[config.mk]
export PLATFORM = sky130hd
export DESIGN_NAME = cua_cell
export DESIGN_NICKNAME = d
export VERILOG_FILES = /design/src/design/contiguous_unit_allocator_defines.svh /design/src/design/cua_pkg.sv /design/src/design/cua_cell.sv
export SDC_FILE = /design/constraint.sdc
export NUM_CORES = 1
export LEC_CHECK = 0
export BUFFER_PORTS_ARGS = -buffer_cell sky130_fd_sc_hd__clkbuf_2
export CAP_MARGIN = 20
export CELL_PAD_IN_SITES_DETAIL_PLACEMENT = 0
export CELL_PAD_IN_SITES_GLOBAL_PLACEMENT = 2
export CORE_MARGIN = 5
export CORE_UTILIZATION = 27
export DETAILED_ROUTE_END_ITERATION = 7
export PLACE_DENSITY_LB_ADDON = 0.05
export SLEW_MARGIN = 20
export SYNTH_ARGS = -nofsm -noshare
export SYNTH_HDL_FRONTEND = slang
export SYNTH_SLANG_ARGS = --single-unit
[constraint.sdc]
create_clock -name clk -period 2.3 [get_ports clk]
set_input_delay 0.115 -clock clk [delete_from_list [all_inputs] [get_ports clk]]
set_output_delay 0.115 -clock clk [all_outputs]
set_load 0.02 [all_outputs]
[src/design/contiguous_unit_allocator_defines.svh]
// Assertion macros for the contiguous unit allocator.
// Included by files that carry concurrent assertions; no other dependencies.
`ifndef CONTIGUOUS_UNIT_ALLOCATOR_DEFINES_SVH
`define CONTIGUOUS_UNIT_ALLOCATOR_DEFINES_SVH
`ifndef ASSERT_OFF
`define CUA_ASSERT_IMPL(lbl, clk, rst_n, ante, cons, msg) \
	lbl: assert property (@(posedge clk) disable iff (!rst_n) (ante) |-> (cons)) else $error(msg);
`define CUA_ASSERT_NEXT(lbl, clk, rst_n, ante, cons, msg) \
	lbl: assert property (@(posedge clk) disable iff (!rst_n) (ante) |=> (cons)) else $error(msg);
`else
`define CUA_ASSERT_IMPL(lbl, clk, rst_n, ante, cons, msg)
`define CUA_ASSERT_NEXT(lbl, clk, rst_n, ante, cons, msg)
`endif
`endif

[src/design/cua_pkg.sv]
// Shared types, field widths and codes for the contiguous unit allocator.
// No dependencies.
package cua_pkg;
	localparam int DEF_MEM_UNITS  = 1024;
	localparam int DEF_TIMER_BITS = 16;

	localparam int OP_W     = 2;
	localparam int REQ_W    = 11;
	localparam int HOLD_W   = 16;
	localparam int LIM_W    = 11;
	localparam int STRAT_W  = 2;
	localparam int UNITS_W  = 11;
	localparam int POS_W    = 10;
	localparam int CNT_W    = 10;
	localparam int CFG_IDX_W = 1;
	localparam int CFG_DAT_W = 11;

	localparam logic [CNT_W-1:0] COUNT_MAX = 10'd1023;
	localparam logic [UNITS_W-1:0] UNITS_RESET = 11'd1024;

	localparam logic [OP_W-1:0] OP_ALLOC = 2'd0;
	localparam logic [OP_W-1:0] OP_TICK  = 2'd1;
	localparam logic [OP_W-1:0] OP_COUNT = 2'd2;
	localparam logic [OP_W-1:0] OP_CLEAR = 2'd3;

	localparam logic [STRAT_W-1:0] STRAT_FIRST = 2'd0;
	localparam logic [STRAT_W-1:0] STRAT_BEST  = 2'd1;
	localparam logic [STRAT_W-1:0] STRAT_NEXT  = 2'd2;

	localparam logic [CFG_IDX_W-1:0] REG_STRATEGY = 1'd0;
	localparam logic [CFG_IDX_W-1:0] REG_UNITS    = 1'd1;

	typedef struct packed {
		logic tick;
		logic clear;
		logic write;
	} cell_cmd_t;
endpackage

[src/design/cua_cell.sv]
// One timer cell of the rotating unit ring.
// Depends on cua_pkg for the command struct.
module cua_cell import cua_pkg::*; #(
	parameter int TIMER_BITS = DEF_TIMER_BITS
) (
	input  logic                  clk,
	input  logic                  arst_n,
	input  logic                  shift,
	input  cell_cmd_t             cmd,
	input  logic [TIMER_BITS-1:0] wdata,
	input  logic [TIMER_BITS-1:0] d,
	output logic [TIMER_BITS-1:0] q
);
	logic [TIMER_BITS-1:0] timer_q;
	logic [TIMER_BITS-1:0] nxt;

	always_comb begin
		if (cmd.clear) begin
			nxt = '0;
		end else if (cmd.write) begin
			nxt = wdata;
		end else if (cmd.tick && d != '0) begin
			nxt = d - 1'b1;
		end else begin
			nxt = d;
		end
	end

	always_ff @(posedge clk or negedge arst_n) begin
		if (!arst_n) begin
			timer_q <= '0;
		end else if (shift) begin
			timer_q <= nxt;
		end
	end

	assign q = timer_q;
endmodule

## Yosys cells after proc, flatten, opt, wreduce, memory -nomap -nowiden

Index checks and enable logic that the tools add are counted.

- Output and inout bits: 16
- Register bits after elaboration: 16
- Word-level logic and storage cells: 7

- $add $sub $neg: 1
- Multiplexer cells: 3
- Reduce and logical (&&, ||, !) cells: 2

Operator list:

| cell | number |
|---|---|
| $mux 16 | 3 |
| $reduce_bool 16->1 | 1 |
| $sub 16x1->16 const B | 1 |
| $logic_and 1x1->1 | 1 |

## Depth between registers and ports, before layout

- Word-level depth: 5
- Depth in mapped cells: 7
- Gate-level depth less buffers: 7

## Worst setup path before layout

Ideal clock, no wire load.

- Kind: input -> register
- Start: input port d[4]
- End: register timer_q[14], in the netlist q[14]
- Setup time: 0.126 ns
- Setup slack: 0.611 ns
- Buffers on the path: 0
- Required time: 2.174 ns
- Stages: 5
- Arrival: 1.563 ns
- Cells stage by stage: or4_4 > nor3_1 > nand4b_1 > xnor2_1 > a221o_1

- Longest elaborated chain between the ends: 5
- Elaborated cells on any way between the ends: 6

RTL lines:

| element | line | text |
|---|---|---|
| start, declared | cua_cell.sv:11 | `input logic [TIMER_BITS-1:0] d,` |
| parallel branches: the longest is 2 deep, another holds $sub 16x1->16 | n/a |  |
| $mux 16 * | cua_cell.sv:22 | `end else if (cmd.tick && d != '0) begin` |
| $mux 16 * | cua_cell.sv:20 | `end else if (cmd.write) begin` |
| $mux 16 * | cua_cell.sv:18 | `if (cmd.clear) begin` |
| end signal, assigned | cua_cell.sv:33 | `timer_q <= nxt;` |
| end, declared | cua_cell.sv:14 | `logic [TIMER_BITS-1:0] timer_q;` |

Mark *: on every way between the ends.
A chain may end at the register's enable or synchronous reset.

## Worst setup path in the final report

- Start: input port d[0]
- End: register timer_q[1], in the netlist q[1]

Same word-level chain as after synthesis.

==> out/metrics.yaml <==
ant_nets: 0
fin_setup_tns_ns: 0
final_max_slew_viol_count: 0
diodes: 0
worstPathRequired_ns: 2.43
core-area_um2: 4030
async_flop_share_pct: 100
dp.cells: 232
yosysUniqueCellTypes: 36
wl_per_cell_um: 14.6
syn_inst: 130
multiInputGateArea_um2: 697
grt_max_degree: 18
period_share_pct: 76.4
ys_seq_area_share_pct: 35.4
drt_wl_total_mm: 3.45
grt_pass1_wl_mm: 5.61
drtPass1Iterations: 4
drtIter0Drc: 70
r2r_slack_ns: 1.40
start_util_pct: 28.1
vdd_drop_max_uv: 166
grtUsageMet1_pct: 18.6
ys.flop_type: "dfrtp_1"
finalHoldViolCount: 0
maxSlewHeadroom_pct: 65.1
clock_sinks: 16
largest_register_ffs: 16
place_congestion: 0.751
fin_crit_ns: 1.76
path_cells: "clkbuf_2, inv_1, ha_1, nor4b_1, nand3_1, o21ai_4, mux2i_1, a221o_1"
critPathArrivalTime_ns: 1.88
fin_cells: 236
crit_type: "input port to flip-flop"
skew_ns: 0
post_cts_resized: 0
r2r-start: "q[1]$_DFFE_PN0P_"
path_delay_family: "simple AND/OR/NAND/NOR gates"
synth_warnings: 0
p_leak_nw: 0.690
end_kind: "flip-flop"
rows: 23
ios: 54
r2r_cells: 2
syn_avg_cell_area_um2: 8.70
syn_nets: 170
synth_edf_count: 0
power_frac_comb_pct: 28.1
dp_hpwl_mm: 2.91
dieArea_um2: 5580
switchingPower_mw: 0.225
r2r_end: "q[1]$_DFFE_PN0P_"
cts_root_buffer: "clkbuf_8"
syn_area_um2: 1130
grt_use_total_pct: 13.2
cts_tree: "built"
die_x_um: 74.7
whs_path_depth: 3
holdPathEnd: "q[11]$_DFFE_PN0P_"
layout-drive-gt1-share_pct: 32.8
drc_errors: 0
critPathMaxStageDelay_ns: 0.37
sw_frac_of_total_pct: 30.6
gr-total-overflow: 0
holdCritPathClass: "input port to flip-flop"
status: "finished clean"
routed_via_density: 4.84
report.final.setup_viol: 0
synthToLayoutAreaGrowth_pct: 33.2
p_per_area_nw_per_um2: 488
synth_area_leaders: "dfrtp_1 (35%), nor2b_1 (8.8%), o21ai_0 (6.6%), xor2_1 (5.4%), a21oi_1 (5.3%)"
cp_num_buf_inv: 2
grt_pass1_vias: 1166
start_kind: "input port"
globalRouteMet3Util_pct: 1.47
seqCellArea_um2: 400
clkTransAtPathRegs_ns: 0.06
cts_max_level: 1
die_h_um: 74.7
vias: 1143
pwr-share-seq_pct: 43.5
synth-seq-cells: 16
synth_commonest_cells: "dfrtp_1 (16), nor2b_1 (16), o21ai_0 (15), a21oi_1 (12), nor2_1 (8)"
portBuffers: 53
worstMarginPinSlew_ns: 0.519
synth_top_cell_area_share_pct: 35.4
min_from: "wdata[11]"
p_clk_share_pct: 28.4
synth_top_area_cell: "dfrtp_1"
tritoncts.num_buffers: 3
p_int_mw: 0.510
use_met2_pct: 20.9
fill_cells: 445
cts_buffer_depth: 2
cp_max_fo: 9
cpMaxStageDelayCell: "nand3_1"
worstSkewPairLatency_ns: 0.24
top_usage_layer: "met2"
antenna_found_initial: 0
fin_nets: 228
max_freq_ghz: 0.569
rsz0062_at_grt: "no"
final_util_pct: 37.4
cap_violations: 0
[worst max path at each step]
stage | from | end | slack, ns | cells past startpoint
global placement | d[0] | q[1]$_DFFE_PN0P_ | 0.32 | 8
floorplan | d[4] | q[14]$_DFFE_PN0P_ | 0.61 | 5
detailed placement | d[0] | q[1]$_DFFE_PN0P_ | 0.31 | 8
global route | d[0] | q[1]$_DFFE_PN0P_ | 0.40 | 8
CTS | d[0] | q[1]$_DFFE_PN0P_ | 0.55 | 8
finish | d[0] | q[1]$_DFFE_PN0P_ | 0.54 | 8
[area by class of cell]
cell class	instances	area share, %
tap	50	4.15
timing repair buffer	56	19.3
multi-input combinational	107	46.3
inverter	4	0.997
sequential	16	26.6
clock buffer	3	2.74
[cell usage in the layout, fill, tap and decap left out, drive strengths merged, types with 4 or more instances in the layout]
| cell type | count |
|---|---|
| nand2 | 4 |
| xnor2 | 4 |
| nand3 | 4 |
| o21ai | 16 |
| nor2b | 16 |
| dfrtp | 16 |
| clkbuf | 56 |
| a21oi | 12 |
| xor2 | 7 |
| nor2 | 8 |
| nor3 | 4 |
| and2 | 4 |
| a221o | 5 |
| inv | 4 |
[per-layer routing]
| layer | vias up | routed length (um) | part of all wire [%] |
|---|---|---|---|
| met5 | - | 0 | 0 |
| met4 | 0 | 40 | 1.2 |
| met3 | 4 | 206 | 6.0 |
| met2 | 38 | 1570 | 46 |
| met1 | 515 | 1630 | 47 |
| li1 | 586 | - | - |
[power by group through the flow]
stage          logic (mW)  clock network, mW  registers (mW)
6_report            0.206              0.208           0.320
4_1_cts             0.210              0.214           0.320
3_3_place_gp        0.206                  0           0.325
3_5_place_dp        0.208                  0           0.325
5_1_grt             0.230              0.232           0.324
2_1_floorplan      0.0739                  0           0.359
[kinds of logic (layout without fill, tap and decap cells)]
group           after synthesis  in the layout  share of synthesized area, %
simple gates                 52             52                          26.7
compound gates               40             40                          22.5
flops                        16             16                          35.4
xor+xnor                     11             11                          8.52
buf+inv                       7             63                          2.99
fa+ha+maj                     2              2                          2.21
mux                           2              2                          1.77
[worst register-to-register path, stage by stage (launching register included)]
cell,delay [ns]
dfrtp_1,0.38
nor2b_1,0.14
a221o_1,0.27
[timing repair]
item / CTS / global route
hold endpoints to repair: 16 / 0
hold buffers: 1 / 0
buffers inserted: 0 / 0
[per-stage QoR]
stage               setup slack (ns)  hold WS, ns  instance area, um2  total power, mW
floorplan                      0.611       -0.181                1130            0.433
global placement               0.320       0.0627                1460            0.531
detailed placement             0.307       0.0672                1460            0.533
CTS                            0.553       0.0866                1510            0.744
global route                   0.404       0.0871                1510            0.786
finish                         0.543       0.0827                1510            0.735
(Power assumes the default switching activity.)
