$ cat src/design/contiguous_unit_allocator_defines.svh
// Assertion macros for the contiguous unit allocator.
// Included by files that carry concurrent assertions; no other dependencies.
`ifndef CONTIGUOUS_UNIT_ALLOCATOR_DEFINES_SVH
`define CONTIGUOUS_UNIT_ALLOCATOR_DEFINES_SVH
`ifndef ASSERT_OFF
`define CUA_ASSERT_IMPL(lbl, clk, rst_n, ante, cons, msg) \
	lbl: assert property (@(posedge clk) disable iff (!rst_n) (ante) |-> (cons)) else $error(msg);
`define CUA_ASSERT_NEXT(lbl, clk, rst_n, ante, cons, msg) \
	lbl: assert property (@(posedge clk) disable iff (!rst_n) (ante) |=> (cons)) else $error(msg);
`else
`define CUA_ASSERT_IMPL(lbl, clk, rst_n, ante, cons, msg)
`define CUA_ASSERT_NEXT(lbl, clk, rst_n, ante, cons, msg)
`endif
`endif

$ cat src/design/cua_pkg.sv
// Shared types, field widths and codes for the contiguous unit allocator.
// No dependencies.
package cua_pkg;
	localparam int DEF_MEM_UNITS  = 1024;
	localparam int DEF_TIMER_BITS = 16;

	localparam int OP_W     = 2;
	localparam int REQ_W    = 11;
	localparam int HOLD_W   = 16;
	localparam int LIM_W    = 11;
	localparam int STRAT_W  = 2;
	localparam int UNITS_W  = 11;
	localparam int POS_W    = 10;
	localparam int CNT_W    = 10;
	localparam int CFG_IDX_W = 1;
	localparam int CFG_DAT_W = 11;

	localparam logic [CNT_W-1:0] COUNT_MAX = 10'd1023;
	localparam logic [UNITS_W-1:0] UNITS_RESET = 11'd1024;

	localparam logic [OP_W-1:0] OP_ALLOC = 2'd0;
	localparam logic [OP_W-1:0] OP_TICK  = 2'd1;
	localparam logic [OP_W-1:0] OP_COUNT = 2'd2;
	localparam logic [OP_W-1:0] OP_CLEAR = 2'd3;

	localparam logic [STRAT_W-1:0] STRAT_FIRST = 2'd0;
	localparam logic [STRAT_W-1:0] STRAT_BEST  = 2'd1;
	localparam logic [STRAT_W-1:0] STRAT_NEXT  = 2'd2;

	localparam logic [CFG_IDX_W-1:0] REG_STRATEGY = 1'd0;
	localparam logic [CFG_IDX_W-1:0] REG_UNITS    = 1'd1;

	typedef struct packed {
		logic tick;
		logic clear;
		logic write;
	} cell_cmd_t;
endpackage

$ cat src/design/cua_scan.sv
// Free-run tracker fed one unit per cycle from the ring tail while step is high.
// Depends on cua_pkg for widths and strategy codes.
module cua_scan import cua_pkg::*; #(
	parameter int MEM_UNITS = DEF_MEM_UNITS,
	localparam int CW = $clog2(MEM_UNITS + 1),
	localparam int PW = $clog2(MEM_UNITS)
) (
	input  logic               clk,
	input  logic               arst_n,
	input  logic               clr,
	input  logic               step,
	input  logic [CW-1:0]      idx,
	input  logic               free,
	input  logic [CW-1:0]      n,
	input  logic [PW-1:0]      p,
	input  logic [REQ_W-1:0]   req,
	input  logic [LIM_W-1:0]   limit,
	input  logic [STRAT_W-1:0] strategy,
	output logic               ok,
	output logic [PW-1:0]      pos,
	output logic [CNT_W-1:0]   probes,
	output logic [CNT_W-1:0]   frags
);
	localparam int IW = (CW > REQ_W) ? CW : REQ_W;

	logic mfree;
	logic [IW-1:0] req_x, lim_x;

	logic in_h, fnd_h, in_l, fnd_l, in_b, fnd_b, stop_b, in_f;
	logic [PW-1:0] st_h, pos_h, st_l, pos_l, st_b, pos_b;
	logic [CW-1:0] len_h, len_l, len_b, blen_b, len_f;
	logic [CW-1:0] prb_h, prb_l, prb_b, frag_q;
	logic [CW:0] prb_sum;
	logic [31:0] prb_w, frag_w;

	assign mfree = free && (idx < n);
	assign req_x = IW'(req);
	assign lim_x = IW'(limit);

	always_ff @(posedge clk or negedge arst_n) begin
		if (!arst_n) begin
			in_h <= 1'b0; fnd_h <= 1'b0; st_h <= '0; pos_h <= '0; len_h <= '0; prb_h <= '0;
			in_l <= 1'b0; fnd_l <= 1'b0; st_l <= '0; pos_l <= '0; len_l <= '0; prb_l <= '0;
			in_b <= 1'b0; fnd_b <= 1'b0; st_b <= '0; pos_b <= '0; len_b <= '0; prb_b <= '0;
			stop_b <= 1'b0; blen_b <= '0;
			in_f <= 1'b0; len_f <= '0; frag_q <= '0;
		end else if (clr) begin
			in_h <= 1'b0; fnd_h <= 1'b0; prb_h <= '0;
			in_l <= 1'b0; fnd_l <= 1'b0; prb_l <= '0;
			in_b <= 1'b0; fnd_b <= 1'b0; prb_b <= '0; stop_b <= 1'b0;
			in_f <= 1'b0; frag_q <= '0;
		end else if (step) begin
			// runs starting at or above the pointer
			if (!fnd_h) begin
				if (in_h) begin
					if (mfree) begin
						len_h <= len_h + 1'b1;
					end else begin
						in_h <= 1'b0;
						if (IW'(len_h) >= req_x) begin
							fnd_h <= 1'b1;
							pos_h <= st_h;
						end
					end
				end else if (mfree && idx >= CW'(p)) begin
					in_h <= 1'b1; st_h <= PW'(idx); len_h <= CW'(1); prb_h <= prb_h + 1'b1;
				end
			end
			// runs starting below the pointer, free to reach past it
			if (!fnd_l) begin
				if (in_l) begin
					if (mfree) begin
						len_l <= len_l + 1'b1;
					end else begin
						in_l <= 1'b0;
						if (IW'(len_l) >= req_x) begin
							fnd_l <= 1'b1;
							pos_l <= st_l;
						end
					end
				end else if (mfree && idx < CW'(p)) begin
					in_l <= 1'b1; st_l <= PW'(idx); len_l <= CW'(1); prb_l <= prb_l + 1'b1;
				end
			end
			// best fit: keep shortest fitting run, stop on an exact one
			if (!stop_b) begin
				if (in_b) begin
					if (mfree) begin
						len_b <= len_b + 1'b1;
					end else begin
						in_b <= 1'b0;
						if (IW'(len_b) >= req_x && (!fnd_b || len_b < blen_b)) begin
							fnd_b <= 1'b1;
							blen_b <= len_b;
							pos_b <= st_b;
							if (IW'(len_b) == req_x) begin
								stop_b <= 1'b1;
							end
						end
					end
				end else if (mfree) begin
					in_b <= 1'b1; st_b <= PW'(idx); len_b <= CW'(1); prb_b <= prb_b + 1'b1;
				end
			end
			// fragment count over all runs no longer than the limit
			if (in_f) begin
				if (mfree) begin
					len_f <= len_f + 1'b1;
				end else begin
					in_f <= 1'b0;
					if (IW'(len_f) <= lim_x) begin
						frag_q <= frag_q + 1'b1;
					end
				end
			end else if (mfree) begin
				in_f <= 1'b1; len_f <= CW'(1);
			end
		end
	end

	always_comb begin
		prb_sum = '0;
		case (strategy)
			STRAT_BEST: begin
				ok = fnd_b; pos = pos_b; prb_sum = (CW+1)'(prb_b);
			end
			STRAT_NEXT: begin
				if (fnd_h) begin
					ok = 1'b1; pos = pos_h; prb_sum = (CW+1)'(prb_h);
				end else begin
					ok = fnd_l; pos = pos_l;
					prb_sum = (CW+1)'(prb_h) + (CW+1)'(prb_l);
				end
			end
			default: begin
				ok = fnd_h; pos = pos_h; prb_sum = (CW+1)'(prb_h);
			end
		endcase
	end

	assign prb_w  = 32'(prb_sum);
	assign frag_w = 32'(frag_q);
	assign probes = (prb_w > 32'(COUNT_MAX)) ? COUNT_MAX : prb_w[CNT_W-1:0];
	assign frags  = (frag_w > 32'(COUNT_MAX)) ? COUNT_MAX : frag_w[CNT_W-1:0];
endmodule

$ cat config.mk
export PLATFORM = sky130hd
export DESIGN_NAME = cua_scan
export DESIGN_NICKNAME = d
export VERILOG_FILES = /design/src/design/contiguous_unit_allocator_defines.svh /design/src/design/cua_pkg.sv /design/src/design/cua_scan.sv
export SDC_FILE = /design/constraint.sdc
export NUM_CORES = 1
export LEC_CHECK = 0
export BUFFER_PORTS_ARGS = -buffer_cell sky130_fd_sc_hd__buf_2
export CAP_MARGIN = 30
export CORE_UTILIZATION = 35
export DETAILED_ROUTE_END_ITERATION = 12
export PLACE_DENSITY = 0.54
export REMOVE_ABC_BUFFERS = 1
export SYNTH_ARGS = -nofsm -noshare
export SYNTH_HDL_FRONTEND = slang
export SYNTH_SLANG_ARGS = --single-unit
$ cat constraint.sdc
create_clock -name clk -period 7.7 [get_ports clk]
set_input_delay 0.385 -clock clk [delete_from_list [all_inputs] [get_ports clk]]
set_output_delay 0.385 -clock clk [all_outputs]
set_load 0.1 [all_outputs]
After elaboration in Yosys (flattened, before gate mapping)
Index checks and enable logic that the tools add are counted.

Register bits: 167. Output and inout bits: 31. Word-level logic and storage cells: 176.

Add/sub/neg operators: 9. Magnitude comparators: 10. Eq/ne operators: 12. Multiplexer cells: 80. Bitwise logic cells: 8. Reductions and logical operators: 34.

Operator list (number): 11-bit two-way mux (31); 11-bit by 1-bit adder with 11-bit output, second input constant (8); 1-bit two-way mux (42); 11-bit >= comparator (3); 10-bit two-way mux (3); 5-bit AND reduction (6); 12-bit case mux with 2 select lines (1); 11-bit less-than comparator (2); 10-bit case mux with 2 select lines (1); 4-bit AND reduction (5); 2-bit nonzero test (10); 2-bit != test, second input constant (9); 6-bit AND reduction (3); 11-bit by 11-bit adder with 12-bit output (1); 12-bit by 10-bit > comparator with 1-bit output, second input constant (1); 12-bit two-way mux (1); 11-bit equality test (1); 11-bit by 10-bit >= comparator with 1-bit output (1); 11-bit by 10-bit > comparator with 1-bit output, second input constant (1); 11-bit less-or-equal comparator (1); 11-bit by 10-bit less-than comparator with 1-bit output (1); 1-bit inverter (8); 2-bit AND reduction (3); 1-bit logical AND (4); other kinds (6) (6).

Logic depth before layout (Yosys ltp)
Depth after elaboration: 9. Depth in mapped cells: 10. Depth with buffers taken out: 9.

Worst setup path after synthesis
Ideal clock, no wire load.

Kind: reg-to-output. Start point: reg prb_h[0]. End point: out probes[8]. Data arrival time: 3249 ps. Setup slack: 4066 ps. Stages on the path, launching flop included: 10. Path buffers: 0. Path through: dfrtp_1 > ha_1 > inv_1 > fa_1 > nand2b_1 > a21oi_1 > o31ai_1 > a21oi_1 > xnor2_1 > o211ai_1.

Longest elaborated chain between the ends: 5.

Ends and longest elaborated chain: from (decl) (RTL line cua_scan.sv:32) `logic [CW-1:0] prb_h, prb_l, prb_b, frag_q;`; from (signal assigned) (RTL line cua_scan.sv:42) `in_h <= 1'b0; fnd_h <= 1'b0; st_h <= '0; pos_h <= '0; len_h <= '0; prb_h <= '0;`; from (signal assigned) (RTL line cua_scan.sv:48) `in_h <= 1'b0; fnd_h <= 1'b0; prb_h <= '0;`; from (signal assigned) (RTL line cua_scan.sv:66) `in_h <= 1'b1; st_h <= PW'(idx); len_h <= CW'(1); prb_h <= prb_h + 1'b1;`; 11-bit by 11-bit adder with 12-bit output (RTL line cua_scan.sv:132) `prb_sum = (CW+1)'(prb_h) + (CW+1)'(prb_l);`; 12-bit two-way mux (RTL line cua_scan.sv:128) `if (fnd_h) begin`; 12-bit case mux with 2 select lines (*) (RTL line cua_scan.sv:123) `case (strategy)`; 12-bit by 10-bit > comparator with 1-bit output (RTL line cua_scan.sv:143) `assign probes = (prb_w > 32'(COUNT_MAX)) ? COUNT_MAX : prb_w[CNT_W-1:0];`; 10-bit two-way mux (*) (RTL line cua_scan.sv:143); to (decl) (RTL line cua_scan.sv:21) `output logic [CNT_W-1:0] probes,`.

Every way passes the cells marked *; elsewhere a longest branch is shown, timed or not.

Final worst setup path
Start point: reg prb_h[0]. End point: out probes[2].

The elaborated chain is that of the path after synthesis.

==> metrics.md <==
| Metric | Value |
|---|---|
| Vias/cell | `5.67` |
| Utilization after layout | `0.407` |
| Hpwl dp | `22.3 mm` |
| MaxCap Viol Count | `0` |
| Worst reg2reg path depth | `4` |
| Slew headroom | `0.418` |
| Final ANT Viol Nets | `0` |
| Flop pwr share | `0.450` |
| FP Rows | `64` |
| Post-synthesis register bit count | `approximately 170` |
| Clock tree buffer depth | `2` |
| Internal power | `1.54 mW` |
| Core area | `30900 µm²` |
| Wirelength per Cell | `around 19 µm` |
| Post-synthesis mux area share | `0.0918` |
| Finish-stage setup viols | `0` |
| Simple-Gate Fraction of Synth Area | `0.178` |
| Clock group share of total power | `0.393` |
| Most common cell after layout, fill and taps aside | `dfrtp_1` |
| Hold Path Stages | `2` |
| All-Layer GR Usage | `0.197` |
| TritonCTS Buffers | `17` |
| Combinational share of power | `0.157` |
| Sink Count | `approximately 170` |
| Compound-Gate Fraction of Synth Area | `0.191` |
| Crit Path Category | `reg -> out` |
| Chip height | `180 µm` |
| Leakage | `approximately 6 nW` |
| Io pins | `92` |
| CTS tree | `yes` |
| Total grt overflow | `0` |
| Final std cells w/o fill | `roughly 1600` |
| Worst Path Arrival | `between 3 and 4 ns` |
| RePlAce Congestion | `around 0.88` |
| Aggregate routed wire length | `around 31 mm` |
| Async S/R FF share, synth | `1.00` |
| Mean Syn Cell Area | `9.62 µm²` |
| Clk_lat worst skew | `approximately 0.45 ns` |
| Post-synthesis adder-cell area fraction | `0.109` |
| Pwr Total | `2.26 mW` |
| Final worst slack | `between 3 and 4 ns` |
| CTS clock-pin slew for the worst setup and hold paths | `0.08 ns` |
| Crit start category | `flop` |
| Max-slew violation count | `0` |
| Yosys synthesis warning count | `0` |
| GRT Max-Usage Layer | `met2` |
| WHS | `0.221 ns` |
| Post_cts resized | `0` |
| Status | `finished clean` |
| Setup bufs post-CTS | `0` |
| Layout cells sized above 1 | `0.194` |
| Die area | `between 30000 and 40000 µm²` |
| Synth Flop Type | `dfrtp_1` |
| Worst EP required | `7.32 ns` |
| Placed Instances | `around 1600` |
| H-tree levels | `4` |
| XOR/XNOR Fraction of Synth Area | `0.00395` |
| Fin nets | `1389` |
| Met3 global-route usage | `0.0274` |
| Power Density | `about 180 nW/µm²` |
| Cell area after layout | `around 13000 µm²` |
| Worst hold path class | `in -> reg` |
| Pre-antenna DRT Iters | `5` |
| Most frequent cells in the layout | `dfrtp_1 (167), ha_1 (95), buf_2 (90)` |
| Netlist Area Pre-Place | `approximately 11000 µm²` |
| Drt first-iter violations | `approximately 640` |
| Final Hold Fails | `0` |
| N_diodes | `0` |
| Max FO, Critical Path | `10` |
| Sw Share | `0.321` |
| CTS root buf | `clkbuf_16` |
| Fin Setup TNS | `0 ns` |
| Post-synthesis sequential area ratio | `0.377` |
| Tmin final | `approximately 4.2 ns` |
| Initial antenna violation count | `0` |
| Cells after Synth | `1153` |
| Sw power | `727 µW` |
| Buffers on Ports | `between 90 and 100` |
| Largest net degree at the start of global routing | `66` |
| Distinct cells, synth | `between 80 and 90` |
| Clk_skew | `about 0.015 ns` |
| Area grow syn2layout | `13.4%` |
| Post-DP Area | `about 12000 µm²` |
| Vias | `9301` |
| Initial Util | `0.359` |
| First-pass GRT wire length | `50.2 mm` |
| Post-Place Setup Slack | `around 4 ns` |
| VDD IR max | `0.000128 V` |
| Vias in the first global route | `around 9000` |
| Final worst path period share | `0.542` |
| EDFF count, synth | `0` |
| Largest family of logic cells by synthesized area | `compound AO/OA/AOI/OAI gates` |
| Die Wd | `~180 µm` |
| Worst-Margin Slew | `between 0.8 and 0.9 ns` |
| FMAX | `between 200 and 250 MHz` |
| Met2 usage in global routing | `0.315` |
| # DRC | `0` |
| RSZ-0062 raised after global routing | `false` |
| Crit end category | `output pin` |
| GR Util met1 | `0.271` |
[registers in the layout, indices dropped and copies added (netlist names), 10 cells and up]
signal	count
prb_h	11
blen_b	11
len_f	11
prb_b	11
st_l	10
pos_b	10
st_h	10
len_l	11
frag_q	11
pos_l	10
len_b	11
prb_l	11
len_h	11
st_b	10
pos_h	10
[cell usage after synthesis (18+ instances only)]
cell type	n	area share
or4_1	27	0.018
dfrtp_1	167	0.38
mux2_2	51	0.052
o21ai_0	42	0.019
clkbuf_1	29	0.0098
o31ai_1	38	0.026
nand2_1	74	0.025
nor2b_1	28	0.016
nor3_1	21	0.0095
a21oi_1	73	0.033
nor2_1	56	0.019
nand3_1	52	0.023
inv_1	88	0.030
ha_1	95	0.11
mux2_4	18	0.024
[worst paths after layout]
path,startpoint,to,slack [ns]
setup / recovery,prb_h[0],probes[2],3.53
hold / removal,idx[2],st_h[2],0.22
setup reg to reg,in_l,st_l[8],5.06
hold reg to reg,st_h[3],st_h[3],0.49
max in group asynchronous,arst_n,frag_q[6],6.03
min in group asynchronous,arst_n,pos_h[8],0.43
[timing repair]
item	in CTS	in global routing
endpoints found under the setup margin	0	0
hold buffers	1	0
endpoints found under the hold margin	45	0
[per-layer routing]
| layer | share of wire | vias up |
|---|---|---|
| li1 | - | 4480 |
| met1 | 0.47 | 4580 |
| met2 | 0.46 | 206 |
| met3 | 0.041 | 35 |
| met4 | 0.025 | 0 |
| met5 | 0 | - |
[worst max-delay path, stage by stage, from the launching register on]
cell and delay (ns):
dfrtp_1 0.51, ha_1 0.25, inv_1 0.06, fa_1 0.40, nand2b_1 0.19, a21oi_1 0.23
o31ai_1 0.16, o311a_1 0.37, a211oi_2 0.67, o211ai_1 0.17, buf_2 0.34
[area by class of cell]
type	count	area (µm²)
clock inverters	15	181
fillers	3066	18300
flip-flops and latches	167	4180
well taps	396	495
clock buffers	17	425
repair buffers	107	584
multi-input cells	850	6370
inverters	89	334
[kinds of logic (layout without fill, tap and decap cells)]
family | after synthesis | after routing
XOR/XNOR | 5 | 5
AND/OR/NAND/NOR | 360 | 360
flip-flops | 167 | 167
buffers and inverters | 136 | 228
multiplexers | 85 | 85
adder cells (fa/ha/maj) | 96 | 96
AO/OA/AOI/OAI | 304 | 304
[power by group through the flow]
stage | logic [mW] | clock network (mW) | registers [mW]
3_5_place_dp | 0.358 | 0 | 1.04
3_3_place_gp | 0.348 | 0 | 1.03
5_1_grt | 0.400 | 0.945 | 1.03
4_1_cts | 0.360 | 0.909 | 1.02
6_report | 0.356 | 0.888 | 1.02
2_1_floorplan | 0.235 | 0 | 1.02
Note: power is estimated with default switching activity, not from simulation.
